===== src/design/sm83_pkg.sv =====
`timescale 1ns / 1ps

package sm83_pkg;

  localparam int unsigned FcW = 17;

  // supported opcodes
  localparam logic [7:0] OP_NOP      = 8'h00;
  localparam logic [7:0] OP_JP_A16   = 8'hC3;
  localparam logic [7:0] OP_XOR_A    = 8'hAF;
  localparam logic [7:0] OP_LD_HL    = 8'h21;
  localparam logic [7:0] OP_LD_C     = 8'h0E;
  localparam logic [7:0] OP_LD_B     = 8'h06;
  localparam logic [7:0] OP_LDD_HL_A = 8'h32;
  localparam logic [7:0] OP_DEC_B    = 8'h05;
  localparam logic [7:0] OP_DEC_C    = 8'h0D;
  localparam logic [7:0] OP_JR_NZ    = 8'h20;

  // flag bit positions
  localparam int unsigned FlagZ = 3;
  localparam int unsigned FlagN = 2;
  localparam int unsigned FlagH = 1;
  localparam int unsigned FlagC = 0;

  localparam logic [4:0] COST_4  = 5'd4;
  localparam logic [4:0] COST_8  = 5'd8;
  localparam logic [4:0] COST_12 = 5'd12;
  localparam logic [4:0] COST_16 = 5'd16;

  localparam logic [7:0]     RST_A     = 8'h01;
  localparam logic [3:0]     RST_FLAGS = 4'hB;
  localparam logic [7:0]     RST_B     = 8'h00;
  localparam logic [7:0]     RST_C     = 8'h13;
  localparam logic [15:0]    RST_HL    = 16'h014D;
  localparam logic [15:0]    RST_PC    = 16'h0100;
  localparam logic [FcW-1:0] RST_LIMIT = 17'd69905;

  typedef struct packed {
    logic [7:0]     a;
    logic [3:0]     flags;
    logic [7:0]     b;
    logic [7:0]     c;
    logic [15:0]    hl;
    logic [15:0]    pc;
    logic [FcW-1:0] frame_cycles;
  } cpu_state_t;

  typedef struct packed {
    logic        illegal;
    logic        frame_end;
    logic [3:0]  flags_out;
    logic [4:0]  cycle_cost;
    logic [7:0]  write_data;
    logic [15:0] write_addr;
    logic        write_valid;
    logic [15:0] next_pc;
  } exec_result_t;

endpackage


===== src/design/sm83_subset_instruction_execute.sv =====
`timescale 1ns / 1ps

// channel   | direction | payload
// in_       | slave     | in_tdata: opcode, imm_low, imm_high
// out_      | master    | out_tdata: next_pc .. illegal, one result per instruction
// cfg_      | write     | frame_cycle_limit
//
// one instruction per clock unless stalled: input register, execute logic, result register.
// out_tvalid rises as an instruction enters the result register; it transfers on out_tready.
// the register file and flags update as an instruction moves into the result register.
// a stalled result stage holds one pending instruction in the input register.
// rst_n is synchronous; state returns to its power-on values.

module sm83_subset_instruction_execute (
  input  logic        clk,
  input  logic        rst_n,
  input  logic        in_tvalid,
  output logic        in_tready,
  input  logic [23:0] in_tdata,   // opcode[7:0], imm_low[15:8], imm_high[23:16]
  output logic        out_tvalid,
  input  logic        out_tready,
  // next_pc[15:0], write_valid[16], write_addr[32:17], write_data[40:33],
  // cycle_cost[45:41], flags_out[49:46], frame_end[50], illegal[51], zero fill
  output logic [55:0] out_tdata,
  input  logic        cfg_wr_en,
  input  logic [16:0] cfg_wr_data
);
  import sm83_pkg::*;

  logic               in_v_r;
  logic [23:0]        in_d_r;
  logic               out_v_r;
  exec_result_t       res_r;
  exec_result_t       res_nxt;
  cpu_state_t         state_r;
  cpu_state_t         state_nxt;
  logic [FcW-1:0]     limit_r;
  logic               advance;

  assign advance   = in_v_r && (!out_v_r || out_tready);
  assign in_tready = !in_v_r || advance;

  sm83_exec u_exec (
    .cur_state         (state_r),
    .opcode            (in_d_r[7:0]),
    .imm_low           (in_d_r[15:8]),
    .imm_high          (in_d_r[23:16]),
    .frame_cycle_limit (limit_r),
    .new_state         (state_nxt),
    .result            (res_nxt)
  );

  always_ff @(posedge clk) begin
    if (!rst_n) begin
      in_v_r  <= 1'b0;
      out_v_r <= 1'b0;
      limit_r <= RST_LIMIT;
      state_r <= '{a: RST_A, flags: RST_FLAGS, b: RST_B, c: RST_C,
                   hl: RST_HL, pc: RST_PC, frame_cycles: '0};
    end else begin
      if (cfg_wr_en) begin
        limit_r <= cfg_wr_data;
      end
      if (in_tready) begin
        in_v_r <= in_tvalid;
      end
      if (advance) begin
        out_v_r <= 1'b1;
        state_r <= state_nxt;
      end else if (out_tready) begin
        out_v_r <= 1'b0;
      end
    end
  end

  always_ff @(posedge clk) begin
    if (in_tready && in_tvalid) begin
      in_d_r <= in_tdata;
    end
    if (advance) begin
      res_r <= res_nxt;
    end
  end

  assign out_tvalid = out_v_r;
  assign out_tdata  = {4'b0000, res_r};

endmodule


===== src/design/sm83_exec.sv =====
`timescale 1ns / 1ps

module sm83_exec (
  input  sm83_pkg::cpu_state_t        cur_state,
  input  logic [7:0]                  opcode,
  input  logic [7:0]                  imm_low,
  input  logic [7:0]                  imm_high,
  input  logic [sm83_pkg::FcW-1:0]    frame_cycle_limit,
  output sm83_pkg::cpu_state_t        new_state,
  output sm83_pkg::exec_result_t      result
);
  import sm83_pkg::*;

  logic [15:0]  imm16;
  logic [15:0]  jr_off;
  logic [7:0]   dec_src;
  logic [7:0]   dec_val;
  logic [3:0]   dec_flags;
  logic [15:0]  pc_nxt;
  logic [4:0]   cost;
  logic         ill;
  logic [FcW:0] cyc_sum;
  logic         fend;
  cpu_state_t   core_state;
  logic         wr_valid;
  logic [15:0]  wr_addr;
  logic [7:0]   wr_data;

  assign imm16  = {imm_high, imm_low};
  assign jr_off = {{8{imm_low[7]}}, imm_low};

  // shared decrement for DEC B / DEC C
  assign dec_src = (opcode == OP_DEC_B) ? cur_state.b : cur_state.c;
  assign dec_val = dec_src - 8'd1;
  always_comb begin
    dec_flags        = 4'h0;
    dec_flags[FlagZ] = (dec_val == 8'h00);
    dec_flags[FlagN] = 1'b1;
    dec_flags[FlagH] = (dec_src[3:0] == 4'h0);
    dec_flags[FlagC] = cur_state.flags[FlagC];
  end

  always_comb begin
    core_state = cur_state;
    pc_nxt     = cur_state.pc;
    cost       = 5'd0;
    ill        = 1'b0;
    wr_valid   = 1'b0;
    wr_addr    = 16'h0000;
    wr_data    = 8'h00;
    case (opcode)
      OP_NOP: begin
        pc_nxt = cur_state.pc + 16'd1;
        cost   = COST_4;
      end
      OP_JP_A16: begin
        pc_nxt = imm16;
        cost   = COST_16;
      end
      OP_XOR_A: begin
        core_state.a            = 8'h00;
        core_state.flags        = 4'h0;
        core_state.flags[FlagZ] = 1'b1;
        pc_nxt                  = cur_state.pc + 16'd1;
        cost                    = COST_4;
      end
      OP_LD_HL: begin
        core_state.hl = imm16;
        pc_nxt        = cur_state.pc + 16'd3;
        cost          = COST_12;
      end
      OP_LD_C: begin
        core_state.c = imm_low;
        pc_nxt       = cur_state.pc + 16'd2;
        cost         = COST_8;
      end
      OP_LD_B: begin
        core_state.b = imm_low;
        pc_nxt       = cur_state.pc + 16'd2;
        cost         = COST_8;
      end
      OP_LDD_HL_A: begin
        wr_valid      = 1'b1;
        wr_addr       = cur_state.hl;
        wr_data       = cur_state.a;
        core_state.hl = cur_state.hl - 16'd1;
        pc_nxt        = cur_state.pc + 16'd1;
        cost          = COST_8;
      end
      OP_DEC_B: begin
        core_state.b     = dec_val;
        core_state.flags = dec_flags;
        pc_nxt           = cur_state.pc + 16'd1;
        cost             = COST_4;
      end
      OP_DEC_C: begin
        core_state.c     = dec_val;
        core_state.flags = dec_flags;
        pc_nxt           = cur_state.pc + 16'd1;
        cost             = COST_4;
      end
      OP_JR_NZ: begin
        if (cur_state.flags[FlagZ]) begin
          pc_nxt = cur_state.pc + 16'd2;
          cost   = COST_8;
        end else begin
          pc_nxt = cur_state.pc + 16'd2 + jr_off;
          cost   = COST_12;
        end
      end
      default: begin
        ill = 1'b1;
      end
    endcase
    core_state.pc = pc_nxt;
  end

  // frame counter, left untouched by an illegal opcode
  assign cyc_sum = {1'b0, cur_state.frame_cycles} + {{(FcW + 1 - 5){1'b0}}, cost};
  assign fend    = !ill && (cyc_sum > {1'b0, frame_cycle_limit});

  always_comb begin
    result.next_pc     = ill ? cur_state.pc : pc_nxt;
    result.write_valid = wr_valid;
    result.write_addr  = wr_addr;
    result.write_data  = wr_data;
    result.cycle_cost  = cost;
    result.flags_out   = core_state.flags;
    result.frame_end   = fend;
    result.illegal     = ill;
  end

  always_comb begin
    new_state = core_state;
    if (ill) begin
      new_state.frame_cycles = cur_state.frame_cycles;
    end else if (fend) begin
      new_state.frame_cycles = '0;
    end else begin
      new_state.frame_cycles = cyc_sum[FcW-1:0];
    end
  end

endmodule

===== config.mk =====
export PLATFORM = sky130hd
export DESIGN_NAME = sm83_subset_instruction_execute
export DESIGN_NICKNAME = d
export VERILOG_FILES = /design/src/design/sm83_pkg.sv /design/src/design/sm83_subset_instruction_execute.sv /design/src/design/sm83_exec.sv
export SDC_FILE = /design/constraint.sdc
export NUM_CORES = 1
export LEC_CHECK = 0
export BUFFER_PORTS_ARGS = -buffer_cell sky130_fd_sc_hd__buf_2
export CAP_MARGIN = 20
export CORE_MARGIN = 3
export CORE_UTILIZATION = 40
export CTS_BUF_LIST = sky130_fd_sc_hd__clkbuf_4 sky130_fd_sc_hd__clkbuf_8 sky130_fd_sc_hd__clkbuf_16
export DETAILED_ROUTE_END_ITERATION = 16
export GPL_ROUTABILITY_DRIVEN = 0
export PLACE_DENSITY = 0.6
export SETUP_SLACK_MARGIN = 0.15
export SKIP_LAST_GASP = 1
export SLEW_MARGIN = 10
export SYNTH_ARGS = -nofsm -noshare
export SYNTH_HDL_FRONTEND = slang
export SYNTH_SLANG_ARGS = --single-unit

===== constraint.sdc =====
create_clock -name clk -period 4.7 [get_ports clk]
set_input_delay 0.94 -clock clk [delete_from_list [all_inputs] [get_ports clk]]
set_output_delay 0.94 -clock clk [all_outputs]
set_load 0.005 [all_outputs]

* After elaboration in Yosys (flattened, before gate mapping)
Cells that the tools add are included.
Widths: inputs -> output; s select.
** Word-level totals
- Register bits after elaboration :: 158
- Bits of input ports :: 46
- Logic and storage cells :: 76
** Cells by class
- Add/subtract/negate cells :: 7
- Magnitude comparators :: 1
- Equality and inequality tests :: 9
- Mux-type cells :: 15
- Reduce and logical (&&, ||, !) cells :: 25
** Operators by type and width (number)
- $pmux 16 s5 :: 1
- $add 16x2->16 const B :: 2
- $mux 16 :: 2
- $pmux 16 s2 :: 1
- $pmux 8 s2 :: 2
- $pmux 5 s5 :: 1
- $eq 8x6->1 const B :: 3
- $add 17x5->18 :: 1
- $gt 18x17->1 :: 1
- $mux 17 :: 1
- $add 16x1->16 const B :: 1
- $add 16x16->16 :: 1
- $eq 8x3->1 const B :: 2
- $eq 8x4->1 const B :: 2
- $eq 8x8->1 const B :: 2
- $logic_not 8->1 :: 2
- $sub 16x1->16 const B :: 1
- $reduce_and 2->1 :: 5
- $reduce_or 10->1 :: 1
- $mux 8 :: 1
- $pmux 4 s2 :: 1
- $reduce_bool 2->1 :: 4
- $sub 8x1->8 const B :: 1
- $reduce_or 5->1 :: 1
- other kinds (9) :: 17

* Longest topological paths before layout
Gate-level depths: netlist of the first run.
- Word-level depth :: 7
- Depth in mapped cells :: 23
- Mapped depth without buffers :: 20

* Modules after synthesis
From an unflattened synthesis of the first run, not the netlist that was laid out.
** Unflattened totals
- Cell total of the unflattened synthesis :: 1210
- Area, all modules :: 10677.7 µm²
** Modules (own cells, without submodules)
- sm83_subset_instruction_execute :: times used 1, cells an instance 482, area an instance 6152.2 µm², sequential area each 4204.0 µm²
- sm83_exec :: times used 1, cells an instance 728, area an instance 4525.6 µm², sequential area each 0.0 µm²

* Worst setup path after synthesis of the first run
No wires, ideal clock.
- Path kind :: reg2reg
- Start :: register in_d_r[3]
- End :: register res_r, in the netlist out_tdata[50], data pin
- Arrival :: 4.211 ns
- Data required time :: 4.436 ns
- Setup slack :: 0.225 ns
- Stages on the path, launching flop included :: 23
- Buffers on the path :: 3
- Clock period less this slack :: 4.475 ns
- Cells stage by stage :: edfxtp_1 buf_2 and4b_1 nand3b_1 and2_1 nand2_1 a21o_1 ha_1 fa_1 a21oi_1 and3b_1 clkbuf_1 nand2_1 nor2_1 xnor2_1 ha_1 o21a_1 o21ai_0 a22oi_1 nor3b_1 a211oi_1 clkbuf_1 nor2_1
** RTL lines
- start, declared :: line sm83_subset_instruction_execute.sv:31 : logic [23:0] in_d_r;
- start signal, assigned :: line sm83_subset_instruction_execute.sv:78 : in_d_r <= in_tdata;
- end signal, assigned :: line sm83_subset_instruction_execute.sv:81 : res_r <= res_nxt;
- end, declared :: line sm83_subset_instruction_execute.sv:33 : exec_result_t res_r;

==> results.yml, run 1 <==
clock_tree:
  cts-root-buf: "clkbuf_16"
  cts_tree: "yes"
  path_clk_slew_ns: 0.07
  clk_latency_ns: 0.43
  cts_max_level: 4
  cts_sinks: 154
  cts_made_buffers: 17
  clock_path_buffers: 2
critical_path:
  crit_arrival_ns: 4.71
  reg2reg_depth: 20
  worstSetupPathDepth: 20
  slowest_delay_ns: 0.47
  cp_num_buf_inv: 2
  cp.required_ns: 5.07
  path_class: "register to register"
  cp_top_family: "compound AO/OA/AOI/OAI gates"
  rrSetupSlack_ns: 0.36
  rr_endpoint: "state_r[8]"
  start_kind: "register"
  critPathSlowestCell: "edfxtp_1"
  crit_path_cell_trace: "and4b_1 -> nand3b_1 -> and2_1 -> nand2_1 -> a21o_1 -> ha_1 -> fa_2 -> a21oi_2 -> and3b_2 -> buf_4 -> xor2_1 -> ha_1 -> a21o_1 -> a21o_1 -> a221oi_2 -> o31ai_1 -> a211oi_2 -> buf_4 -> nand3_1 -> a21oi_2"
  worst_path_most_repeated_cell: "a21o_1"
  r2r_start: "in_d_r[2]"
  cp_max_fo: 6
  endpoint_kind: "register"
floorplan:
  io_pins: 104
  die_w_um: 157.1
  coreArea_um2: 22160
  fp-row-count: 54
  start_util_pct: 41.21
  die_area_um2: 24680
  die_h_um: 157.1
detailed_routing:
  vias: 8021
  drc_errors: 0
  dr.pass1.iters: 6
  drt_iter0_markers: 529
  routedWlPerCell_um: 17.02
  drtAntennaViolNets: 0
  wl_mm: 24.39
  routed_via_density: 5.597
power:
  p_per_area_nw_per_um2: 299.4
  vdd_drop_max_v: 0.0002107
  p_leak_nw: 4.273
yosys:
  ys_async_sr_fraction_pct: 0
  ys.warnings.count: 0
  netlist_top_cells_area: "edfxtp_1, dfxtp_1, ha_1"
  synth_flop_cell: "dfxtp_1"
  postSynthAreaPerCell_um2: 8.724
  synth_seq_cells: 154
  yosysMostFrequentCell: "nand2_1"
  synth_largest_area_cell: "edfxtp_1"
  synthTopCellsByCount: "nand2_1, nor2_1, dfxtp_1"
  synth.cell_area_um2: 9134
  ys_seq_area_share_pct: 41.10
  ys_types: 78
  syn_inst: 1047
  synth_top_area_share_pct: 22.03
  synth-edff-count: 67
final_layout:
  nFillCells: 2147
  final_cells: 1433
  layout-drive-gt1-share_pct: 17.43
  nets: 1228
  areaGrowthSynthToFinish_pct: 16.42
  insertedDiodeCount: 0
global_routing:
  antenna_found_initial: 0
  grt_use_total_pct: 19.75
  overflow: 0
  grt_pass1_wl_mm: 38.83
  grt_pass1_vias: 7547
  grt_max_degree: 54
sta:
  rsz0062_at_grt: "no"
  min_period_ns: 4.342
  period_share_pct: 92.39
  fmax_mhz: 230.3
  worst_pin_slew_ns: 0.9204
  finalHoldViolations: 0
  relSlewSlack_pct: 38.64
  totalNegativeSetupSlack_ns: 0
  skew_ns: 0.01070
  final-max-slew-violation-count: 0
  setup_viol: 0
hold_path:
  hold_class: "register to register"
  whs_endpoint: "state_r[69]"
  min_path_cells: 2
  hold_path_startpoint: "state_r[69]"
run:
  max_cap_viol_count: 0
place:
  placed_cells: 1385
  io_buffers: 90
  hpwlAfterDp_mm: 17.38
status:
  outcome: "finished clean"
tightest hold or removal path: stages, from the launching register on:
cell,delay [ns]
dfxtp_1,0.31
nand2_1,0.05
nand2_1,0.04
state kept, by name, summed over array words and instances (netlist names):
name and cells:
state_r 68, out_tdata 43, in_d_r 24, limit_r 17
in_v_r 1, out_tvalid 1
logic make-up (layout without fill, tap and decap cells):
family / after synthesis / in the layout / share of synthesized area [%]
and+or+nand+nor: 388 / 388 / 20.82
AOI/OAI and AO/OA: 274 / 274 / 19.08
DFF: 154 / 154 / 41.10
buffers and inverters: 115 / 209 / 5.603
xor gates and xnor gates: 48 / 48 / 4.603
adders and majority gates: 42 / 42 / 6.000
muxes: 25 / 25 / 2.753
other: 1 / 13 / 0.04106
repair_timing:
action | in CTS | in global routing
hold buffers | 0 | 0
setup buffers | 2 | 13
gates cloned | 0 | 1
hold endpoints to repair | 0 | 0
pin swaps | 1 | 10
resized for setup | 0 | 15
endpoints found under the setup margin | 9 | 15
power by group:
| group | total [mW] | leakage, nW | internal, mW | switching [mW] |
|---|---|---|---|---|
| sequential | 1.48 | 1.33 | 1.44 | 0.0365 |
| combinational | 0.244 | 2.64 | 0.101 | 0.143 |
| clock | 1.46 | 0.297 | 0.889 | 0.574 |
| total | 3.18 | 4.27 | 2.43 | 0.754 |
routing by layer:
metal | global-route usage (%) | share of wire (%) | wire, µm | vias to the layer above
li1 | - | - | - | 3958
met1 | 26.85 | 46 | 11150 | 3788
met2 | 31.66 | 47 | 11450 | 234
met3 | 3.684 | 5.1 | 1232 | 41
met4 | 6.942 | 2.3 | 550 | 0
met5 | 0 | 0 | 0 | -
stage by stage:
stage	utilization [%]	instance area, µm²	setup slack, ns	power (mW)	hold slack, ns
5_1_grt	47.98	10630	0.1811	3.311	0.4850
4_1_cts	47.28	10480	0.1789	3.211	0.4464
3_3_place_gp	44.41	9842	0.2909	1.737	0.4249
2_1_floorplan	-	9179	0.2254	1.656	0.4154
6_report	47.98	10630	0.3578	3.184	0.4496
3_5_place_dp	44.41	9842	0.1234	1.742	0.4347
worst max path at each step:
stage	startpoint	endpoint
floorplan	in_d_r[3]	out_tdata[50]
global placement	in_d_r[6]	state_r[13]
detailed placement	in_d_r[6]	state_r[13]
CTS	in_d_r[5]	state_r[8]
global route	in_d_r[2]	state_r[8]
finish	in_d_r[2]	state_r[8]
cell usage in the layout (no fill, tap or decap), drive strengths merged, types with 11 or more instances in the layout:
cell / instances
and2: 11
a21oi: 83
nor4: 16
nor3: 21
o21ai: 63
ha: 39
a21o: 14
edfxtp: 67
conb: 13
dfxtp: 87
nand2: 122
nand4: 15
inv: 48
nor2: 103
nand3: 38
buf: 131
clkbuf: 17
o211ai: 18
xnor2: 29
o22ai: 13
mux2i: 24
a211oi: 17
xor2: 19
area by class of cell:
cell class	instances	area, µm²	area share, %
Clock buffer	17	425.4	4.000
Clock inverter	15	196.4	1.847
Inverter	46	172.7	1.624
Multi-Input combinational cell	790	4977	46.81
Sequential cell	154	3754	35.30
Tap cell	280	350.3	3.295
Timing Repair Buffer	131	758.2	7.130
No activity file was read; power rests on OpenSTA's default activity.
==> run 2: changes to the inputs <==
--- a/config.mk
+++ b/config.mk
@@ -5,14 +5,14 @@
 export SDC_FILE = /design/constraint.sdc
 export NUM_CORES = 1
 export LEC_CHECK = 0
-export BUFFER_PORTS_ARGS = -buffer_cell sky130_fd_sc_hd__buf_2
 export CAP_MARGIN = 20
 export CORE_MARGIN = 3
 export CORE_UTILIZATION = 40
 export CTS_BUF_LIST = sky130_fd_sc_hd__clkbuf_4 sky130_fd_sc_hd__clkbuf_8 sky130_fd_sc_hd__clkbuf_16
 export DETAILED_ROUTE_END_ITERATION = 16
+export DONT_BUFFER_PORTS = 1
 export GPL_ROUTABILITY_DRIVEN = 0
-export PLACE_DENSITY = 0.6
+export PLACE_DENSITY = 0.56
 export SETUP_SLACK_MARGIN = 0.15
 export SKIP_LAST_GASP = 1
 export SLEW_MARGIN = 10
==> run 2 against run 1 <==
Hold slack lost 0.0045 ns. Cell count fell by 6.8%. Clock power shrank 4%. Register-to-register slack improved by 0.14 ns. Highest routed layer unchanged.
==> results.yml, run 2 (same netlist as run 1, synthesis figures left out) <==
global_routing:
  met1_usage_pct: 26.89
  use_met3_pct: 4.674
  grt_pass1_vias: 6915
  overflow: 0
  use_met2_pct: 31.28
  grt_use_total_pct: 19.56
  grt_max_degree: 56
  busiest_layer: "met2"
  antenna_found_initial: 0
  grt_pass1_wl_mm: 37.92
final_layout:
  mostFrequentLayoutCells: "nand2_1, nor2_1, dfxtp_1, a21oi_1, edfxtp_1"
  regMostFlops: "state_r"
  largest_reg_flops: 68
  nFillCells: 2154
  areaGrowthSynthToFinish_pct: 10.58
  fin_area_um2: 10100
  nets: 1130
  layout_commonest_cell: "nand2_1"
  layout-drive-gt1-share_pct: 9.858
  insertedDiodeCount: 0
power:
  internal_power_mw: 2.306
  vdd_drop_max_v: 0.0002020
  pwr-share-comb_pct: 6.4
  power_switching_mw: 0.7696
  p_per_area_nw_per_um2: 304.6
  seqPwrFrac_pct: 48.1
  clockPowerShare_pct: 45.5
  p_leak_nw: 3.890
  swShare_pct: 25.02
detailed_routing:
  routedWlPerCell_um: 18.08
  drtAntennaViolNets: 0
  vias: 7506
  wl_mm: 24.13
  routed_via_density: 5.622
  drc_errors: 0
  dr.pass1.iters: 5
  drt_iter0_markers: 527
floorplan:
  fp-row-count: 54
  coreArea_um2: 22160
  io_pins: 104
  die_w_um: 157.1
  die_area_um2: 24680
  die_h_um: 157.1
  start_util_pct: 41.21
place:
  placed_cell_area_um2: 9383
  io_buffers: 0
  hpwlAfterDp_mm: 17.19
sta:
  fmax_mhz: 237.9
  period_share_pct: 89.42
  final-max-slew-violation-count: 0
  whs_ns: 0.4452
  skew_ns: 0.01350
  finalHoldViolations: 0
  worst_pin_slew_ns: 0.7546
  min_period_ns: 4.203
  rsz0062_at_grt: "no"
  relSlewSlack_pct: 49.47
  totalNegativeSetupSlack_ns: 0
  setup_viol: 0
clock_tree:
  cts_max_level: 4
  cts_made_buffers: 17
  clock_path_buffers: 2
  cts_sinks: 154
  path_clk_slew_ns: 0.06
  cts_tree: "yes"
  postCtsHoldBufs: 0
  clk_latency_ns: 0.44
  cts-root-buf: "clkbuf_16"
run:
  max_cap_viol_count: 0
critical_path:
  endpoint_kind: "register"
  crit_path_cell_trace: "buf_4 -> nor3b_4 -> nand2_2 -> a21oi_4 -> or2_2 -> ha_1 -> a21o_1 -> a21oi_1 -> nand4b_1 -> nor2_1 -> xor2_1 -> ha_1 -> or3_1 -> a221oi_1 -> o31ai_1 -> a211oi_2 -> buf_4 -> nand3_1 -> a21oi_1"
  crit_arrival_ns: 4.57
  start_kind: "register"
  cp_top_family: "simple AND/OR/NAND/NOR gates"
  cp.required_ns: 5.07
  path_class: "register to register"
  slowest_delay_ns: 0.40
  cp_max_fo: 9
  critPathSlowestCell: "edfxtp_1"
  cp_num_buf_inv: 2
status:
  outcome: "finished clean"
hold_path:
  hold_class: "register to register"
run 2: worst register-to-register path, cell delays in order (launching register included):
cell,delay (ns)
edfxtp_1,0.40
buf_4,0.20
nor3b_4,0.28
nand2_2,0.13
a21oi_4,0.19
or2_2,0.18
ha_1,0.23
a21o_1,0.15
a21oi_1,0.16
nand4b_1,0.27
nor2_1,0.10
xor2_1,0.17
ha_1,0.19
or3_1,0.36
a221oi_1,0.25
o31ai_1,0.16
a211oi_2,0.27
buf_4,0.20
nand3_1,0.08
a21oi_1,0.15
run 2: power by group through the flow:
stage / sequential (mW) / clock (mW) / combinational (mW)
floorplan: 1.49 / 0 / 0.165
global placement: 1.51 / 0 / 0.188
detailed placement: 1.51 / 0 / 0.190
CTS: 1.48 / 1.43 / 0.191
global route: 1.49 / 1.49 / 0.222
finish: 1.48 / 1.40 / 0.197
run 2: timing repair:
action,4_1_cts,5_1_grt
setup endpoints to repair,0,16
resized for setup,0,14
setup buffers,0,6
run 2: area by class of cell:
type | count | area [µm²] | area share, %
multi-input cells | 790 | 4964 | 49.15
flip-flops and latches | 154 | 3754 | 37.17
clock buffers | 21 | 508.0 | 5.030
well taps | 280 | 350.3 | 3.469
repair buffers | 33 | 260.3 | 2.577
inverters | 46 | 172.7 | 1.710
clock inverters | 11 | 91.34 | 0.9044
run 2: stage by stage:
stage	power (mW)	util, %	instances	worst slack [ns]
floorplan	1.656	-	1059	0.2254
global placement	1.700	42.34	1295	0.3442
detailed placement	1.702	42.34	1295	0.2625
CTS	3.106	45.04	1327	0.2299
global route	3.194	45.57	1335	0.1482
finish	3.076	45.57	1335	0.4971
run 2: path summary, 6_finish.rpt:
| kind | depth (start not counted) | to | slack [ns] | from |
|---|---|---|---|---|
| worst min register to register | 2 | state_r[69] | 0.45 | state_r[69] |
| worst max register to register | 19 | state_r[12] | 0.50 | in_d_r[4] |
| worst min-delay path | 2 | state_r[69] | 0.45 | state_r[69] |
| worst max-delay path | 19 | state_r[12] | 0.50 | in_d_r[4] |
run 2: routing by layer:
layer	up-vias	wire [µm]
met5	-	0
met4	0	331
met3	26	1166
met2	171	11130
met1	3544	11510
li1	3765	-
==> run 3: changes to the inputs <==
--- a/config.mk
+++ b/config.mk
@@ -6,6 +6,7 @@
 export NUM_CORES = 1
 export LEC_CHECK = 0
 export CAP_MARGIN = 20
+export CORE_ASPECT_RATIO = 1.5
 export CORE_MARGIN = 3
 export CORE_UTILIZATION = 40
 export CTS_BUF_LIST = sky130_fd_sc_hd__clkbuf_4 sky130_fd_sc_hd__clkbuf_8 sky130_fd_sc_hd__clkbuf_16
==> run 3 against run 2 <==
Setup slack worse by 0.047 ns. Sequential cell count unchanged. Clock-buffer cell count up 4. Sequential power about the same. Sequential share of layout area down 0.060 points. Global-route usage up 0.34 points. Die area up 0.15%. Cell count down 0.15%. Routed wire length up 2.6%. Largest cell class unchanged.
==> results.yml, run 3 (same netlist as run 1, synthesis figures left out) <==
detailed_routing:
  dr.pass1.iters: 5
  drtAntennaViolNets: 0
  vias: 7492
  routedWlPerCell_um: 18.57
  wl_mm: 24.76
  drt_iter0_markers: 443
  drc_errors: 0
  routed_via_density: 5.620
hold_path:
  hold_class: "register to register"
global_routing:
  grt_use_total_pct: 19.90
  antenna_found_initial: 1
  grt_pass1_vias: 7020
  grt_max_degree: 39
  grt_pass1_wl_mm: 38.31
  busiest_layer: "met2"
  use_met3_pct: 4.557
  met1_usage_pct: 24.47
  use_met2_pct: 33.65
  overflow: 0
sta:
  setup_viol: 0
  relSlewSlack_pct: 43.04
  fmax_mhz: 235.3
  min_period_ns: 4.250
  rsz0062_at_grt: "no"
  skew_ns: 0.01018
  worst_pin_slew_ns: 0.8544
  final-max-slew-violation-count: 0
  finalHoldViolations: 0
  fin_ws_ns: 0.4505
  period_share_pct: 90.42
  totalNegativeSetupSlack_ns: 0
floorplan:
  die_area_um2: 24720
  coreArea_um2: 22380
  die_h_um: 191.1
  io_pins: 104
  fp-row-count: 67
  die_w_um: 129.4
  start_util_pct: 40.81
final_layout:
  nets: 1132
  areaGrowthSynthToFinish_pct: 10.75
  insertedDiodeCount: 0
  layout_commonest_cell: "nand2_1"
  layout-drive-gt1-share_pct: 10.31
  regMostFlops: "state_r"
  mostFrequentLayoutCells: "nand2_1, nor2_1, dfxtp_1, a21oi_1, edfxtp_1"
  largest_reg_flops: 68
clock_tree:
  clk_latency_ns: 0.43
  clock_path_buffers: 2
  cts_sinks: 154
  cts-root-buf: "clkbuf_16"
  cts_tree: "yes"
  cts_made_buffers: 17
  path_clk_slew_ns: 0.07
  cts_max_level: 4
place:
  hpwlAfterDp_mm: 17.92
  pre_cts_ws_ns: 0.2448
  io_buffers: 0
power:
  finalPower_mw: 3.056
  p_leak_nw: 3.915
  vdd_drop_max_v: 0.0002442
  p_per_area_nw_per_um2: 302.1
critical_path:
  endpoint_kind: "register"
  path_class: "register to register"
  cp_max_fo: 6
  crit_arrival_ns: 4.62
  start_kind: "register"
  cp.required_ns: 5.07
run:
  max_cap_viol_count: 0
status:
  outcome: "finished clean"
[run 3: per-stage QoR]
step | util [%] | hold slack (ns) | cells | cell area (µm²)
detailed placement | 41.93 | 0.4334 | 1292 | 9385
finish | 45.20 | 0.4400 | 1333 | 10120
global route | 45.20 | 0.4680 | 1333 | 10120
CTS | 44.61 | 0.4444 | 1324 | 9986
floorplan | - | 0.4154 | 1059 | 9179
global placement | 41.93 | 0.4278 | 1292 | 9385
[run 3: layout make-up]
type	instances	area, µm²
multi-input combinational	790	4981
fill	2166	12270
tap	276	345.3
inverter	46	172.7
clock buffer	25	550.5
timing repair buffer	35	262.8
clock inverter	7	50.05
sequential	154	3754
[run 3: layer usage]
layer / vias up / routed length, µm
met2: 182 / 12140
met1: 3519 / 10780
li1: 3749 / -
met3: 40 / 1164
met5: - / 7
met4: 2 / 665
[run 3: final timing paths]
kind	cells after the start	from	end	slack, ns
worst max-delay path	21	in_d_r[2]	state_r[4]	0.45
worst min-delay path	2	state_r[65]	state_r[65]	0.44
worst max register to register	21	in_d_r[2]	state_r[4]	0.45
worst min register to register	2	state_r[65]	state_r[65]	0.44
[run 3: where the power goes]
group | switching, mW | internal [mW]
sequential | 0.0411 | 1.44
clock | 0.556 | 0.820
combinational | 0.121 | 0.0768
[run 3: what timing repair did]
item                       in CTS  in global routing
buffers inserted                0                  8
hold buffers                    0                  0
gates resized for setup         0                 16
setup endpoints to repair       0                 16
[run 3: critical path, stage by stage, from the launching register on]
cell and delay (ns):
edfxtp_1 0.45, and4b_1 0.23, nand3b_1 0.14, and2_4 0.17
nand2_1 0.06, a21o_1 0.17, ha_1 0.22, fa_2 0.36
a21oi_2 0.17, and3b_2 0.27, nand2_1 0.08, nor2_1 0.05
xnor2_1 0.24, ha_1 0.30, o21a_1 0.18, o21ai_0 0.14
a22oi_1 0.14, nor3b_1 0.17, a211oi_2 0.19, buf_4 0.20
nand3_1 0.10, a21oi_2 0.17
